==> src/rtl/rar_pkg.sv <==
// Shared types and constants for the rational arithmetic reduce block.
package rar_pkg;

	localparam int OPW = 16;
	localparam int NW  = OPW;
	localparam int DW  = OPW - 1;
	localparam int RNW = 2 * OPW;
	localparam int RDW = 2 * OPW - 1;
	localparam int KW  = $clog2(RNW);

	localparam logic [1:0] MODE_ADD = 2'd0;
	localparam logic [1:0] MODE_SUB = 2'd1;
	localparam logic [1:0] MODE_MUL = 2'd2;
	localparam logic [1:0] MODE_DIV = 2'd3;

	localparam logic [1:0] CLS_FINITE = 2'd0;
	localparam logic [1:0] CLS_INF    = 2'd1;
	localparam logic [1:0] CLS_UNDEF  = 2'd2;

	typedef struct packed {
		logic [1:0]           mode;
		logic signed [NW-1:0] x_num;
		logic [DW-1:0]        x_den;
		logic signed [NW-1:0] y_num;
		logic [DW-1:0]        y_den;
	} rar_in_t;

	typedef struct packed {
		logic signed [RNW-1:0] res_num;
		logic [RDW-1:0]        res_den;
		logic [1:0]            res_class;
	} rar_out_t;

	typedef struct packed {
		logic signed [RNW-1:0] num;
		logic [RDW-1:0]        den;
		logic [1:0]            cls;
	} rar_work_t;

endpackage

==> src/rtl/rar_front.sv <==
// Front end: cross products, sign fix and classification of each word.
module rar_front import rar_pkg::*; (
	input  logic      clk,
	input  logic      arst_n,
	input  logic      src_valid,
	output logic      src_ready,
	input  rar_in_t   src_data,
	output logic      push,
	output rar_work_t word,
	input  logic      full
);

	logic                  valid_s1;
	logic [1:0]            mode_s1;
	logic signed [RNW-1:0] m1_s1, m2_s1, m3_s1;
	logic signed [NW-1:0]  xd_ext, yd_ext, op1, op3;
	logic signed [RNW-1:0] n, dmag;
	logic                  advance;

	assign xd_ext = $signed({1'b0, src_data.x_den});
	assign yd_ext = $signed({1'b0, src_data.y_den});
	assign op1 = (src_data.mode == MODE_MUL) ? src_data.y_num : yd_ext;
	assign op3 = (src_data.mode == MODE_DIV) ? src_data.y_num : yd_ext;

	assign push      = valid_s1 && !full;
	assign advance   = !valid_s1 || push;
	assign src_ready = advance;

	always_ff @(posedge clk or negedge arst_n) begin
		if (!arst_n) begin
			valid_s1 <= 1'b0;
		end else if (advance) begin
			valid_s1 <= src_valid;
		end
	end

	always_ff @(posedge clk) begin
		if (advance && src_valid) begin
			mode_s1 <= src_data.mode;
			m1_s1   <= RNW'(src_data.x_num) * RNW'(op1);
			m2_s1   <= RNW'(src_data.y_num) * RNW'(xd_ext);
			m3_s1   <= RNW'(xd_ext) * RNW'(op3);
		end
	end

	// only a divide can give a negative denominator
	always_comb begin
		dmag = m3_s1[RNW-1] ? -m3_s1 : m3_s1;
		case (mode_s1)
			MODE_ADD: n = m1_s1 + m2_s1;
			MODE_SUB: n = m1_s1 - m2_s1;
			MODE_MUL: n = m1_s1;
			default:  n = m3_s1[RNW-1] ? -m1_s1 : m1_s1;
		endcase
		word.num = n;
		word.den = dmag[RDW-1:0];
		if (dmag == '0) begin
			word.cls = (n == '0) ? CLS_UNDEF : CLS_INF;
		end else begin
			word.cls = CLS_FINITE;
		end
	end

endmodule

==> src/rtl/rar_fifo.sv <==
// Two-entry queue between front end and reduction engine.
module rar_fifo import rar_pkg::*; (
	input  logic      clk,
	input  logic      arst_n,
	input  logic      push,
	input  rar_work_t wdata,
	output logic      full,
	input  logic      pop,
	output rar_work_t rdata,
	output logic      empty
);

	rar_work_t  mem_q [2];
	logic       wptr_q, rptr_q;
	logic [1:0] cnt_q;

	assign full  = (cnt_q == 2'd2);
	assign empty = (cnt_q == 2'd0);
	assign rdata = mem_q[rptr_q];

	always_ff @(posedge clk or negedge arst_n) begin
		if (!arst_n) begin
			wptr_q <= 1'b0;
			rptr_q <= 1'b0;
			cnt_q  <= 2'd0;
		end else begin
			if (push) begin
				wptr_q <= !wptr_q;
			end
			if (pop) begin
				rptr_q <= !rptr_q;
			end
			if (push && !pop) begin
				cnt_q <= cnt_q + 2'd1;
			end else if (pop && !push) begin
				cnt_q <= cnt_q - 2'd1;
			end
		end
	end

	always_ff @(posedge clk) begin
		if (push) begin
			mem_q[wptr_q] <= wdata;
		end
	end

endmodule

==> src/rtl/rar_back.sv <==
// Reduction engine: binary GCD, then shared-divisor serial divide of both parts.
module rar_back import rar_pkg::*; (
	input  logic      clk,
	input  logic      arst_n,
	input  logic      empty,
	output logic      pop,
	input  rar_work_t word,
	output logic      dst_valid,
	input  logic      dst_ready,
	output rar_out_t  dst_data
);

	localparam logic [1:0] ST_IDLE = 2'd0;
	localparam logic [1:0] ST_GCD  = 2'd1;
	localparam logic [1:0] ST_DIV  = 2'd2;
	localparam logic [1:0] ST_OUT  = 2'd3;

	logic [1:0]     state_q;
	logic           sign_q;
	logic [1:0]     cls_q;
	logic [RNW-1:0] a_q, b_q, g_q, qn_q, qd_q, rn_q, rd_q;
	logic [KW-1:0]  k_q, cnt_q;
	logic           ovalid_q;
	rar_out_t       out_q;

	logic [RNW-1:0] mag, trial_n, trial_d;
	logic           bit_n, bit_d, load_out;

	assign pop       = (state_q == ST_IDLE) && !empty;
	assign mag       = word.num[RNW-1] ? RNW'(-word.num) : RNW'(word.num);
	assign trial_n   = {rn_q[RNW-2:0], qn_q[RNW-1]};
	assign trial_d   = {rd_q[RNW-2:0], qd_q[RNW-1]};
	assign bit_n     = (trial_n >= g_q);
	assign bit_d     = (trial_d >= g_q);
	assign load_out  = (state_q == ST_OUT) && (!ovalid_q || dst_ready);
	assign dst_valid = ovalid_q;
	assign dst_data  = out_q;

	always_ff @(posedge clk or negedge arst_n) begin
		if (!arst_n) begin
			state_q  <= ST_IDLE;
			ovalid_q <= 1'b0;
		end else begin
			if (load_out) begin
				ovalid_q <= 1'b1;
			end else if (dst_ready) begin
				ovalid_q <= 1'b0;
			end
			unique case (state_q)
				ST_IDLE: begin
					if (pop) begin
						state_q <= (word.cls == CLS_FINITE) ? ST_GCD : ST_OUT;
					end
				end
				ST_GCD: begin
					if (a_q == '0) begin
						state_q <= ST_DIV;
					end
				end
				ST_DIV: begin
					if (cnt_q == '0) begin
						state_q <= ST_OUT;
					end
				end
				ST_OUT: begin
					if (load_out) begin
						state_q <= ST_IDLE;
					end
				end
				default: state_q <= ST_IDLE;
			endcase
		end
	end

	always_ff @(posedge clk) begin
		case (state_q)
			ST_IDLE: begin
				if (pop) begin
					sign_q <= word.num[RNW-1];
					cls_q  <= word.cls;
					qn_q   <= mag;
					qd_q   <= {1'b0, word.den};
					a_q    <= mag;
					b_q    <= {1'b0, word.den};
					k_q    <= '0;
				end
			end
			ST_GCD: begin
				if (a_q == '0) begin
					g_q   <= b_q << k_q;
					rn_q  <= '0;
					rd_q  <= '0;
					cnt_q <= KW'(RNW - 1);
				end else if (!a_q[0] && !b_q[0]) begin
					a_q <= a_q >> 1;
					b_q <= b_q >> 1;
					k_q <= k_q + KW'(1);
				end else if (!a_q[0]) begin
					a_q <= a_q >> 1;
				end else if (!b_q[0]) begin
					b_q <= b_q >> 1;
				end else if (a_q >= b_q) begin
					a_q <= (a_q - b_q) >> 1;
				end else begin
					b_q <= (b_q - a_q) >> 1;
				end
			end
			ST_DIV: begin
				rn_q  <= bit_n ? trial_n - g_q : trial_n;
				rd_q  <= bit_d ? trial_d - g_q : trial_d;
				qn_q  <= {qn_q[RNW-2:0], bit_n};
				qd_q  <= {qd_q[RNW-2:0], bit_d};
				cnt_q <= cnt_q - KW'(1);
			end
			default: begin
				if (load_out) begin
					out_q.res_num   <= sign_q ? -$signed(qn_q) : $signed(qn_q);
					out_q.res_den   <= qd_q[RDW-1:0];
					out_q.res_class <= cls_q;
				end
			end
		endcase
	end

endmodule

==> src/rtl/rational_arith_reduce_top.sv <==
// Top level of the rational arithmetic reduce block.
// Adds, subtracts, multiplies or divides two 16-bit fractions and returns the
// result reduced to lowest terms with a non-negative denominator; a zero
// denominator is passed through unreduced and flagged infinite or undefined.
// The front end takes a word per cycle while the queue is not full and feeds
// a two-entry queue; the reduction engine handles one word at a time: a pickup
// step, a binary GCD by subtract-or-shift steps (one per cycle), a restoring
// divide of both parts by the GCD, and a load of the output register, which
// waits while the previous result is still held and not yet taken.
// Words with a zero denominator skip the GCD and divide.
module rational_arith_reduce_top import rar_pkg::*; (
	input  logic     clk,
	input  logic     arst_n,
	input  logic     src_valid,
	output logic     src_ready,
	input  rar_in_t  src_data,
	output logic     dst_valid,
	input  logic     dst_ready,
	output rar_out_t dst_data
);

	logic      push, full, pop, empty;
	rar_work_t fwd_word, q_word;

	rar_front u_front (
		.clk       (clk),
		.arst_n    (arst_n),
		.src_valid (src_valid),
		.src_ready (src_ready),
		.src_data  (src_data),
		.push      (push),
		.word      (fwd_word),
		.full      (full)
	);

	rar_fifo u_fifo (
		.clk    (clk),
		.arst_n (arst_n),
		.push   (push),
		.wdata  (fwd_word),
		.full   (full),
		.pop    (pop),
		.rdata  (q_word),
		.empty  (empty)
	);

	rar_back u_back (
		.clk       (clk),
		.arst_n    (arst_n),
		.empty     (empty),
		.pop       (pop),
		.word      (q_word),
		.dst_valid (dst_valid),
		.dst_ready (dst_ready),
		.dst_data  (dst_data)
	);

	a_finite_den: assert property (@(posedge clk) disable iff (!arst_n)
		dst_valid && dst_data.res_class == CLS_FINITE |-> dst_data.res_den != '0)
		else $error("finite result with zero denominator");

	a_undef_zero: assert property (@(posedge clk) disable iff (!arst_n)
		dst_valid && dst_data.res_class == CLS_UNDEF |->
			dst_data.res_num == '0 && dst_data.res_den == '0)
		else $error("undefined result not 0/0");

	a_inf_form: assert property (@(posedge clk) disable iff (!arst_n)
		dst_valid && dst_data.res_class == CLS_INF |->
			dst_data.res_num != '0 && dst_data.res_den == '0)
		else $error("infinite result malformed");

endmodule
==> config.mk <==
export PLATFORM = sky130hd
export DESIGN_NAME = rational_arith_reduce_top
export DESIGN_NICKNAME = d
export VERILOG_FILES = /design/src/rtl/rar_pkg.sv /design/src/rtl/rar_front.sv /design/src/rtl/rar_fifo.sv /design/src/rtl/rar_back.sv /design/src/rtl/rational_arith_reduce_top.sv
export SDC_FILE = /design/constraint.sdc
export NUM_CORES = 2
export LEC_CHECK = 0
export ABC_CLOCK_PERIOD_IN_PS = 5500
export BUFFER_PORTS_ARGS = -buffer_cell sky130_fd_sc_hd__buf_4
export CAP_MARGIN = 20
export CORE_MARGIN = 1.5
export CORE_UTILIZATION = 30
export DETAILED_ROUTE_END_ITERATION = 16
export PLACE_DENSITY = 0.54
export SKIP_LAST_GASP = 1
export SYNTH_ARGS = -nofsm -noshare
export SYNTH_HDL_FRONTEND = slang
export SYNTH_SLANG_ARGS = --single-unit
==> constraint.sdc <==
create_clock -name clk -period 5.5 [get_ports clk]
set_clock_uncertainty 0.15 [all_clocks]
set_input_delay 0 -clock clk [delete_from_list [all_inputs] [get_ports clk]]
set_output_delay 0 -clock clk [all_outputs]
set_load 0.05 [all_outputs]
==> metrics.md <==
| Metric | Value |
|---|---|
| Utilization after layout | `36.4%` |
| Min-delay src | `src_data[17]` |
| Post-synth EDFFs | `527` |
| Async SR Flop Fraction | `1.50%` |
| Area leader, netlist | `edfxtp_1` |
| Placed inst area | `~70000 sq um` |
| DR vias/cell | `4.82` |
| Synth Area per Inst | `roughly 9.6 sq um` |
| Synth cell types | `87` |
| Layer with the highest usage | `met2` |
| DRT Wirelength | `173 mm` |
| Clock Latency Late Sink | `670 ps` |
| IO Pins | `between 100 and 150` |
| Count leader, synth | `inv_1` |
| Setup ws final | `-397 ps` |
| Yosys warns | `0` |
| Final RePlAce weighted congestion | `slightly below 0.9` |
| HP Class | `in -> reg` |
| Seq cells post-synth | `about 540` |
| Max FO, Critical Path | `7` |
| Max Cap Viol | `0` |
| Number of cell rows | `around 170` |
| GR Util met1 | `21.2%` |
| Number of global-route vias before repair | `48500` |
| Outcome | `finished with violations` |
| Clock sinks | `about 540` |
| Worst r2r src | `u_front.m2_s1[15]` |
| Setup CP Type | `in -> reg` |
| RSZ-0062 raised after global routing | `yes` |
| Worst EP required | `5740 ps` |
| Wire per inst | `18.0 microns` |
| Post-route ant nets | `0` |
| Max Slew Vio Count | `0` |
| List of most frequent post-synthesis cells | `inv_1 (1021), fa_1 (693), nand2_1 (653)` |
| Residual DRC | `0` |
| Worst Hold Endpoint | `u_front.m2_s1[2]` |
| Ratio of cells with drive above 1 in the final layout | `18.1%` |
| GRT Total Usage | `16.5%` |
| Crit path capture type | `register` |
| Largest family of logic cells by synthesized area | `adder cells` |
| Syn Std Cell Area | `between 60000 and 70000 sq um` |
| Worst-Margin Slew | `1050 ps` |
| Initial Utilization | `30.3%` |
| Via count | `46500` |
| Setup violators final | `18` |
| Max Freq | `0.170 GHz` |
| Max Buffers Root-to-Sink | `3` |
| P&R area growth vs syn | `20.2%` |
| Synth Area in XOR/XNOR | `5.36%` |
| Flop-to-flop setup slack | `220 ps` |
| Final worst path period need | `around 5900 ps` |
| Final nets | `between 8000 and 9000` |
| Area contributors post-synth | `edfxtp_1 (26%), fa_1 (23%), ha_1 (9.3%)` |
| Met2 usage | `29.1%` |
| Crit path max-delay cell type | `fa_1` |
| Initial antenna violation count | `1` |
| Clock buffer count from CTS | `between 60 and 70` |
| Synth Area in Compound Gates | `11.1%` |
| CTS tree | `yes` |
| GR Layer Usage met3 | `1.83%` |
| Period utilisation layout | `107%` |
| PortBufs | `approximately 130` |
| Detailed-placement wirelength estimate | `142 mm` |
| Most frequent CP cell | `fa_1` |
| Chip width | `roughly 460 microns` |
| Main synth FF type | `edfxtp_1` |
| Die Footprint | `a little over 200000 sq um` |
| Mux share of post-synthesis cell area | `3.34%` |
| Crit path DAT | `~6000 ps` |
| Critical-path cell list | `buf_8, buf_8, nand2_8, mux2i_4, nor2b_2, fa_1, inv_2, fa_1, fa_1, fa_1, inv_1, fa_1, fa_1, ha_4, a21o_1, a21oi_2, inv_2, a221oi_4, o31a_1, o22a_1, o21ai_2, a2111oi_4, a21oi_2, xor2_1` |
| Reg clk slew, reported paths | `60 ps` |
| Initial DRC Count | `2682` |
| Root Driver | `clkbuf_16` |
| Relative max-transition margin | `30.2%` |
| Share of the synthesized area in the top cell type | `25.7%` |
| Post-route design area | `73900 sq um` |
| 1st-pass router iterations | `6` |
| Synth Area in Adders | `31.9%` |
| N_diodes | `0` |
| R2r worst-path depth | `19` |
| Post-Synthesis Cells | `roughly 6400` |
| Simple-gate share of the synthesized area | `~14%` |
| Core area | `203000 sq um` |
| Failing checks | `negative setup slack` |
| Crit start category | `primary input` |
| H-tree levels | `3` |
| Max incr delay on CP | `570 ps` |
| Min-Delay Path Depth | `5` |
| Sequential cell area fraction in the yosys report | `26.1%` |
| Congestion Overflow GR | `0` |
| Global-route wire length before repair | `274 mm` |
| Reg-to-Reg End | `u_fifo.mem_q[1][1]` |
| Syn Nets | `7595` |
| Final hold violations | `0` |
| Fill cells | `20400` |
| Pin count of the biggest net entering global routing | `106` |
| Chip height | `456 microns` |
registers in the layout, indices dropped and copies added, names as in the netlist, 32 cells and up:
signal	flops
u_back.g_q	32
u_front.m3_s1	32
u_back.a_q	32
u_front.m2_s1	32
u_back.qn_q	32
u_fifo.mem_q	130
u_front.m1_s1	32
u_back.qd_q	32
u_back.dst_data	65
final cells by class:
class | instances | area [sq um] | area share [%]
Multi-Input combinational cell | 4551 | 42200 | 57.1
Clock inverter | 35 | 378 | 0.511
Sequential cell | 535 | 16000 | 21.7
Tap cell | 2672 | 3340 | 4.53
Inverter | 1024 | 3840 | 5.20
Timing Repair Buffer | 745 | 6380 | 8.64
Clock buffer | 81 | 1710 | 2.31
layer usage:
metal  vias to the layer above  wire (microns)
li1                      22200               -
met1                     23100           75500
met2                       909           85800
met3                       220            6710
met4                         0            5170
met5                         -               0
metrics by stage:
stage	setup WS [ps]	hold WS (ps)	setup TNS [ps]	std cells
floorplan	-861	-446	-8660	6377
global placement	-1320	-320	-35430	9459
detailed placement	-1330	-320	-38380	9460
CTS	-312	20.9	-2490	9621
global route	-572	53.0	-8100	9643
finish	-397	57.3	-3640	9643
critical path: cells and delay by family:
family | cells | cell delay, ps
adder cells (fa/ha/maj) | 7 | 3290
AO/OA/AOI/OAI | 8 | 1650
buffers and inverters | 5 | 420
multiplexers | 1 | 360
AND/OR/NAND/NOR | 2 | 230
XOR/XNOR | 1 | 170
worst max-delay path by stage:
stage	start	endpoint	slack, ps	cells after the start
floorplan	src_data[63]	u_front.m1_s1[30]	-860	29
global placement	src_data[62]	u_front.m1_s1[30]	-1320	26
finish	src_data[62]	u_front.m3_s1[29]	-400	24
global route	src_data[63]	u_front.m1_s1[31]	-570	31
CTS	src_data[63]	u_front.m1_s1[31]	-310	27
detailed placement	src_data[62]	u_front.m1_s1[30]	-1330	26
placed cells by master (no fill, tap or decap), types with 35 or more instances in the layout:
cell type and instances:
buf_4 639, clkbuf_16 66, nor2b_1 152, inv_1 990
fa_2 35, mux2_2 77, nor2_1 266, xnor2_1 260
a21boi_0 36, a21o_1 124, buf_12 36, fa_1 658
a21oi_1 272, buf_6 43, nand2b_1 64, a221oi_1 35
edfxtp_1 527, o21ai_0 204, ha_1 421, mux2i_1 61
or3_1 38, xor2_1 110, nand3_1 73, nand2_1 631
and2_1 244, nor3_1 62
repair_timing:
action	CTS	global route
pin swaps	131	171
setup buffers	37	33
setup endpoints to repair	31	39
resized for setup	154	162
hold endpoints to repair	57	0
hold buffers	10	0
gates cloned	2	0
kinds of logic (layout without fill, tap and decap cells):
logic type	Yosys count	in the layout
buffers and inverters	1292	1885
AOI/OAI and AO/OA	1062	1062
and+or+nand+nor	1787	1788
muxes	175	175
DFF	535	535
adders and majority gates	1150	1150
xor gates and xnor gates	376	376
Power is left out: the tool's default activity adds up to more than one toggle a clock period on the data nets, which glitch-free logic cannot reach.
